`src/bhc_pkg.sv`:
```
// Shared types and constants of the byte histogram counter.
package bhc_pkg;

    localparam int SYMBOL_W    = 8;
    localparam int BIN_COUNT_W = 16;

    typedef enum logic [2:0] {
        ST_IDLE,
        ST_CNT_RD,
        ST_CNT_WR,
        ST_SCAN_RD,
        ST_SCAN_CHK,
        ST_OUT
    } bhc_state_t;

    typedef struct packed {
        logic accept;
        logic cnt_write;
        logic scan_hit;
        logic scan_next;
        logic scan_done;
        logic out_load;
    } bhc_cmd_t;

    typedef struct packed {
        logic is_report;
        logic in_range;
        logic at_end;
        logic bin_nonzero;
        logic out_free;
    } bhc_status_t;

endpackage

```
`src/bhc_ram.sv`:
```
// Generic single-write, single-read RAM with a registered read port.
module bhc_ram #(
    parameter int WIDTH = 16,
    parameter int DEPTH = 256
) (
    input  logic                     aclk,
    input  logic                     we,
    input  logic [$clog2(DEPTH)-1:0] waddr,
    input  logic [WIDTH-1:0]         wdata,
    input  logic [$clog2(DEPTH)-1:0] raddr,
    output logic [WIDTH-1:0]         rdata
);

    logic [WIDTH-1:0] mem_reg [DEPTH];
    logic [WIDTH-1:0] rdata_reg;

    always_ff @(posedge aclk) begin
        if (we) begin
            mem_reg[waddr] <= wdata;
        end
        rdata_reg <= mem_reg[raddr];
    end

    assign rdata = rdata_reg;

endmodule

```
`src/bhc_ctrl.sv`:
```
// Controller state machine that sequences count and report transactions.
module bhc_ctrl
    import bhc_pkg::*;
(
    input  logic        aclk,
    input  logic        aresetn,
    input  logic        s_valid,
    output logic        s_ready,
    input  bhc_status_t status,
    output bhc_cmd_t    cmd
);

    bhc_state_t state_reg;
    bhc_state_t state_next;

    always_ff @(posedge aclk) begin
        if (!aresetn) begin
            state_reg <= ST_IDLE;
        end else begin
            state_reg <= state_next;
        end
    end

    always_comb begin
        state_next = state_reg;
        cmd        = '0;
        s_ready    = 1'b0;
        unique case (state_reg)
            ST_IDLE: begin
                s_ready = 1'b1;
                if (s_valid) begin
                    cmd.accept = 1'b1;
                    if (status.is_report) begin
                        state_next = ST_SCAN_RD;
                    end else if (status.in_range) begin
                        state_next = ST_CNT_RD;
                    end
                end
            end
            ST_CNT_RD: begin
                state_next = ST_CNT_WR;
            end
            ST_CNT_WR: begin
                cmd.cnt_write = 1'b1;
                state_next    = ST_IDLE;
            end
            ST_SCAN_RD: begin
                if (status.at_end) begin
                    cmd.scan_done = 1'b1;
                    state_next    = ST_OUT;
                end else begin
                    state_next = ST_SCAN_CHK;
                end
            end
            ST_SCAN_CHK: begin
                if (status.bin_nonzero) begin
                    cmd.scan_hit = 1'b1;
                    state_next   = ST_OUT;
                end else begin
                    cmd.scan_next = 1'b1;
                    state_next    = ST_SCAN_RD;
                end
            end
            ST_OUT: begin
                if (status.out_free) begin
                    cmd.out_load = 1'b1;
                    state_next   = ST_IDLE;
                end
            end
            default: begin
                state_next = ST_IDLE;
            end
        endcase
    end

endmodule

```
`src/bhc_datapath.sv`:
```
// Datapath with the bin memory, scan position, result and output registers.
module bhc_datapath
    import bhc_pkg::*;
#(
    parameter int COUNT_WIDTH = 16,
    parameter int NUM_BINS    = 256
) (
    input  logic                   aclk,
    input  logic                   aresetn,
    input  logic                   s_action,
    input  logic [SYMBOL_W-1:0]    s_symbol,
    output logic                   m_valid,
    input  logic                   m_ready,
    output logic [SYMBOL_W-1:0]    m_bin_symbol,
    output logic [BIN_COUNT_W-1:0] m_bin_count,
    output logic                   m_done_res,
    input  bhc_cmd_t               cmd,
    output bhc_status_t            status
);

    localparam int ADDR_W = $clog2(NUM_BINS);
    localparam int POS_W  = $clog2(NUM_BINS + 1);
    localparam int EXT_W  = (COUNT_WIDTH > BIN_COUNT_W) ? COUNT_WIDTH : BIN_COUNT_W;
    localparam logic [COUNT_WIDTH-1:0] COUNT_MAX = {COUNT_WIDTH{1'b1}};

    logic [POS_W-1:0]       addr_reg;
    logic [POS_W-1:0]       addr_next;
    logic [POS_W-1:0]       scan_pos_reg;
    logic [POS_W-1:0]       scan_pos_next;
    logic [NUM_BINS-1:0]    valid_reg;
    logic [SYMBOL_W-1:0]    res_symbol_reg;
    logic [BIN_COUNT_W-1:0] res_count_reg;
    logic                   res_done_reg;
    logic                   m_valid_reg;
    logic [SYMBOL_W-1:0]    m_bin_symbol_reg;
    logic [BIN_COUNT_W-1:0] m_bin_count_reg;
    logic                   m_done_res_reg;

    logic [ADDR_W-1:0]      addr_idx;
    logic [COUNT_WIDTH-1:0] ram_rdata;
    logic [COUNT_WIDTH-1:0] bin_value;
    logic [COUNT_WIDTH-1:0] bin_inc;
    logic [EXT_W-1:0]       bin_ext;
    logic [BIN_COUNT_W-1:0] bin_sat;
    logic                   ram_we;
    logic [COUNT_WIDTH-1:0] ram_wdata;

    assign addr_idx  = addr_reg[ADDR_W-1:0];
    assign bin_value = valid_reg[addr_idx] ? ram_rdata : '0;
    assign bin_inc   = (bin_value == COUNT_MAX) ? bin_value : bin_value + 1'b1;
    assign bin_ext   = EXT_W'(bin_value);
    assign bin_sat   = (bin_ext > EXT_W'({BIN_COUNT_W{1'b1}})) ?
                       {BIN_COUNT_W{1'b1}} : bin_ext[BIN_COUNT_W-1:0];
    assign ram_we    = cmd.cnt_write | cmd.scan_hit;
    assign ram_wdata = cmd.cnt_write ? bin_inc : '0;

    bhc_ram #(
        .WIDTH (COUNT_WIDTH),
        .DEPTH (NUM_BINS)
    ) u_bins (
        .aclk  (aclk),
        .we    (ram_we),
        .waddr (addr_idx),
        .wdata (ram_wdata),
        .raddr (addr_idx),
        .rdata (ram_rdata)
    );

    always_comb begin
        addr_next = addr_reg;
        if (cmd.accept) begin
            addr_next = s_action ? scan_pos_reg : POS_W'(s_symbol);
        end else if (cmd.scan_next) begin
            addr_next = addr_reg + 1'b1;
        end
        scan_pos_next = scan_pos_reg;
        if (cmd.scan_done) begin
            scan_pos_next = '0;
        end else if (cmd.scan_hit) begin
            scan_pos_next = addr_reg + 1'b1;
        end
    end

    always_ff @(posedge aclk) begin
        if (!aresetn) begin
            scan_pos_reg <= '0;
            valid_reg    <= '0;
            m_valid_reg  <= 1'b0;
        end else begin
            scan_pos_reg <= scan_pos_next;
            if (ram_we) begin
                valid_reg[addr_idx] <= 1'b1;
            end
            if (cmd.out_load) begin
                m_valid_reg <= 1'b1;
            end else if (m_ready) begin
                m_valid_reg <= 1'b0;
            end
        end
    end

    always_ff @(posedge aclk) begin
        addr_reg <= addr_next;
        if (cmd.scan_hit) begin
            res_symbol_reg <= SYMBOL_W'(addr_idx);
            res_count_reg  <= bin_sat;
            res_done_reg   <= 1'b0;
        end else if (cmd.scan_done) begin
            res_symbol_reg <= '0;
            res_count_reg  <= '0;
            res_done_reg   <= 1'b1;
        end
        if (cmd.out_load) begin
            m_bin_symbol_reg <= res_symbol_reg;
            m_bin_count_reg  <= res_count_reg;
            m_done_res_reg   <= res_done_reg;
        end
    end

    assign status.is_report   = s_action;
    assign status.in_range    = ({1'b0, s_symbol} < (SYMBOL_W + 1)'(NUM_BINS));
    assign status.at_end      = (addr_reg >= POS_W'(NUM_BINS));
    assign status.bin_nonzero = (bin_value != '0);
    assign status.out_free    = !m_valid_reg || m_ready;

    assign m_valid      = m_valid_reg;
    assign m_bin_symbol = m_bin_symbol_reg;
    assign m_bin_count  = m_bin_count_reg;
    assign m_done_res   = m_done_res_reg;

endmodule

```
`src/byte_histogram_counter.sv`:
```
// Top level of the byte histogram counter.
// A count transaction is accepted, its bin is read from the bin memory and the updated
// count is written back; a count whose symbol has no bin ends in the cycle it is accepted.
// A report transaction is accepted, then reads and checks each bin in turn, from the scan
// position up to the first bin that is not zero, passes through one more read state when
// it runs past the last bin, and moves the result into the output register; that last step
// waits as long as the previous result is still held there. Each bin is read and checked
// in separate states because the bin memory has a single read port, whose read data is
// registered.
// The block takes a new transaction while a report result still waits on the output.
// Bins read as zero right after reset; no clearing pass is needed.
module byte_histogram_counter
    import bhc_pkg::*;
#(
    parameter int COUNT_WIDTH = 16,
    parameter int NUM_BINS    = 256
) (
    input  logic                   aclk,
    input  logic                   aresetn,
    input  logic                   s_valid,
    output logic                   s_ready,
    input  logic                   s_action,
    input  logic [SYMBOL_W-1:0]    s_symbol,
    output logic                   m_valid,
    input  logic                   m_ready,
    output logic [SYMBOL_W-1:0]    m_bin_symbol,
    output logic [BIN_COUNT_W-1:0] m_bin_count,
    output logic                   m_done_res
);

    bhc_cmd_t    cmd;
    bhc_status_t status;

    bhc_ctrl u_ctrl (
        .aclk    (aclk),
        .aresetn (aresetn),
        .s_valid (s_valid),
        .s_ready (s_ready),
        .status  (status),
        .cmd     (cmd)
    );

    bhc_datapath #(
        .COUNT_WIDTH (COUNT_WIDTH),
        .NUM_BINS    (NUM_BINS)
    ) u_datapath (
        .aclk         (aclk),
        .aresetn      (aresetn),
        .s_action     (s_action),
        .s_symbol     (s_symbol),
        .m_valid      (m_valid),
        .m_ready      (m_ready),
        .m_bin_symbol (m_bin_symbol),
        .m_bin_count  (m_bin_count),
        .m_done_res   (m_done_res),
        .cmd          (cmd),
        .status       (status)
    );

endmodule

```
`config.mk`:
```
export PLATFORM = sky130hd
export DESIGN_NAME = byte_histogram_counter
export DESIGN_NICKNAME = d
export VERILOG_FILES = /design/src/bhc_pkg.sv /design/src/bhc_ram.sv /design/src/bhc_ctrl.sv /design/src/bhc_datapath.sv /design/src/byte_histogram_counter.sv
export SDC_FILE = /design/constraint.sdc
export NUM_CORES = 2
export LEC_CHECK = 0
export CELL_PAD_IN_SITES_DETAIL_PLACEMENT = 0
export CELL_PAD_IN_SITES_GLOBAL_PLACEMENT = 1
export CORE_ASPECT_RATIO = 0.7
export CORE_MARGIN = 2
export CORE_UTILIZATION = 35
export CTS_BUF_LIST = sky130_fd_sc_hd__clkbuf_16
export CTS_CLUSTER_DIAMETER = 40
export DETAILED_ROUTE_END_ITERATION = 6
export DONT_BUFFER_PORTS = 1
export PLACE_DENSITY = 0.5
export SYNTH_ARGS = -nofsm -noshare
export SYNTH_HDL_FRONTEND = slang
export SYNTH_HIERARCHICAL = 1
export SYNTH_SLANG_ARGS = --single-unit
```
`constraint.sdc`:
```
create_clock -name aclk -period 39.4 [get_ports aclk]
set_clock_uncertainty 0.2 [all_clocks]
set_input_delay 3.94 -clock aclk [delete_from_list [all_inputs] [get_ports aclk]]
set_output_delay 3.94 -clock aclk [all_outputs]
set_load 0.1 [all_outputs]
```
==> summary.txt <==
Status -> complete, but fails checks
Failing checks -> max-capacitance violations, max-slew violations
Maxcap violations -> 1
Root buf cell -> clkbuf_16
Mapped Cells -> 8703
Final period utilization -> 0.238
Die height -> 592 um
Core ar. -> 491000 um2
Ys flop type -> edfxtp_1
Sw frac -> 0.251
First-pass GRT wire length -> 745000 um
Synth Area per Inst -> 19.9 um2
Final ANT Viol Nets -> 0
Hold Vio Cnt, Final -> 0
Peak VDD IR -> 0.0493 mV
WP data required -> 39.95 ns
Yosys reg bits -> 4440
Vias in the first global route -> 87500
Hold path cells -> 0
CP Capture Type -> register
Die width -> 844 um
Routed len/inst -> 34.3 um
Startpoint Class -> register
Pint -> 8.44 mW
Placer Congestion -> 0.836
Yosys warns -> 6
Setup Fix Bufs, Post-CTS -> 0
Nets -> 9045
Die ar. -> 500000 um2
Max reg flops -> 4096
Port bufs -> 0
Final TNS setup -> 0 ns
CP Max Fanout -> 92
Fmax -> 107 MHz
Area delta synth->final -> 15.1%
Total CTS buffers -> 534
Post-synth EDFFs -> 4154
FF-to-FF path depth -> 20
CP arrival -> 9.92 ns
Asr flop ratio synth -> 0
Cell repeated most along the worst path -> buf_4
Dpl hpwl -> 331000 um
Initial DRC Count -> 12200
Layout fillers -> 43300
Htree depth -> 6
Crit path depth -> 20
Worst-path clk slew -> 0.06 ns
FF-to-FF setup slack -> 30.03 ns
Share of cells above drive strength 1 -> 0.247
Worst min path class -> register to register
Max Buffers Root-to-Sink -> 4
Seq pwr share -> 0.465
Final wirelength -> 547000 um
Switching power -> 2.83 mW
Largest net degree at the start of global routing -> 263
Pwr Total -> 11.3 mW
Vias -> 90900
Comb power frac -> 0.101
I/O pin total -> 40
Slowest CP cell -> buf_4
Pwr dens -> 56.6 nW/um2
Unrepaired setup endpoints after global routing -> false
Synth unique cells -> 82
Grt ovf -> 0
Total GRT Usage -> 0.213
DRC -> 0
Setup CP Type -> register to register
CTS tree -> built
Initial DRT Pass Iterations -> 6
Crit path buf inv count -> 7
Crit-path leading delay family -> buffers and inverters
Skew-Pair Late Insertion Delay -> 1.05 ns
Slew @ Worst Pin -> 1.60 ns
Net Count, Synth -> 8722
Slew HR -> -0.0668
Register area share after synthesis -> 0.755
Delay of the slowest cell on the worst path -> 1.02 ns
Resize count post-CTS -> 0
Leak -> 63.4 nW
Final Max Tran Viols -> 51
Initial antenna violation count -> 49
Cts hold-fix bufs -> 0
Vias/cell -> 5.70
Clock share of power -> 0.434
Initial Util -> 0.352
Final setup viols -> 0
Std-Cell Rows -> 215
Fin crit period -> 9.37 ns
Clock sink total -> 4440
Crit-path cells -> buf_4, buf_4, buf_4, mux4_2, a22o_1, o21ai_1, o2111ai_1, a311o_2, and3_1, ha_1, nand3_1, or3_1, nand3_1, nor2_1, xnor2_1, nor3_2, buf_4, buf_4, buf_4, buf_4
Mapped cell area -> 173000 um2
## cell usage in the layout (no fill, tap or decap), drive strengths merged, types with 8 or more instances in the layout
cell type  synthesis  final
a31oi             10     10
a2111oi            9      9
a21oi            186    186
o31ai             16     16
mux4             858    858
nand4             30     30
nor4              23     23
clkbuf           307    554
and2              16     16
mux2              92     92
o32ai             21     21
diode              0     12
nand2             79     79
a211oi            26     26
nand2b            10     10
clkinv             0    178
buf              253    347
mux2i            596    596
o22ai            148    148
o221ai           253    253
or2                8      8
and3              37     37
o21a             257    257
nor3             109    109
xnor2             12     12
inv               14    141
a22oi             50     50
a221oi            29     29
edfxtp          4154   4154
o21ai             46     46
nand3             63     63
bufinv             0     51
nor2             594    594
clkinvlp           0     43
a22o              34     34
nor2b             22     22
dfxtp            286    286
## layout make-up
type / count / area [um2] / share of cell area
Tap cell: 6510 / 8150 / 0.0409
Inverter: 14 / 65.1 / 0.000327
Clock buffer: 554 / 13900 / 0.0697
Clock inverter: 399 / 3610 / 0.0182
Sequential cell: 4440 / 130000 / 0.656
Antenna cell: 12 / 30.0 / 0.000151
Timing Repair Buffer: 347 / 2860 / 0.0144
Multi-Input combinational cell: 3689 / 39900 / 0.201
## per-layer routing
metal | GRT usage | routed length (um) | vias up
li1 | - | - | 36800
met1 | 0.350 | 268000 | 49600
met2 | 0.288 | 221000 | 3922
met3 | 0.0465 | 49400 | 592
met4 | 0.0395 | 9400 | 2
met5 | 0 | 13 | -
## power by group through the flow
stage	clock, mW	sequential [mW]	combinational (mW)
floorplan	0	5.33	0.648
global placement	0	5.34	1.13
detailed placement	0	5.34	1.14
CTS	4.99	5.24	1.14
global route	5.18	5.24	1.18
finish	4.89	5.24	1.14
## through the flow
step | instances | instance area [um2] | hold WS (ns) | utilization | setup slack (ns)
2_1_floorplan | 8703 | 173000 | 0.200 | - | 9.71
3_3_place_gp | 15000 | 181000 | 0.202 | 0.370 | 30.12
3_5_place_dp | 15000 | 181000 | 0.205 | 0.370 | 30.01
4_1_cts | 16000 | 199000 | 0.219 | 0.405 | 29.97
5_1_grt | 16000 | 199000 | 0.222 | 0.405 | 29.54
6_report | 16000 | 199000 | 0.217 | 0.405 | 30.03
## path summary, 6_finish.rpt
| path | startpoint | end |
|---|---|---|
| max | u_datapath/addr_reg[1] | u_datapath/u_bins/mem_reg[44][13] |
| min | u_datapath/res_count_reg[3] | u_datapath/m_bin_count[3] |
| max reg2reg | u_datapath/addr_reg[1] | u_datapath/u_bins/mem_reg[44][13] |
| min reg2reg | u_datapath/res_count_reg[3] | u_datapath/m_bin_count[3] |
## logic make-up after synthesis
group,synth area share
compound gates,0.0463
xor+xnor,0.000862
fa+ha+maj,0.000434
buf+inv,0.0188
flops,0.755
mux,0.153
other cells,0.0000217
simple gates,0.0261
## synth_stat cells (all sizes together), types with 4 or more instances
cell	instances	share of area
a2111oi	9	0.00046
a211oi	26	0.0012
a21oi	186	0.0054
a221oi	29	0.0015
a22o	34	0.0017
a22oi	50	0.0022
a31oi	10	0.00036
and2	16	0.00059
and3	37	0.0013
and4	5	0.00025
buf	253	0.012
clkbuf	307	0.0067
dfxtp	286	0.033
edfxtp	4154	0.72
ha	6	0.00043
inv	14	0.00030
mux2	92	0.0060
mux2i	596	0.035
mux4	858	0.11
nand2	79	0.0017
nand2b	10	0.00038
nand3	63	0.0018
nand4	30	0.0011
nor2	594	0.013
nor2b	22	0.00081
nor3	109	0.0032
nor4	23	0.00087
o21a	257	0.011
o21ai	46	0.0014
o221ai	253	0.013
o22ai	148	0.0054
o31ai	16	0.00070
o32ai	21	0.0011
or2	8	0.00029
or3	4	0.00014
xnor2	12	0.00061
xor2	5	0.00025
Power figures use the tool's default switching activity.
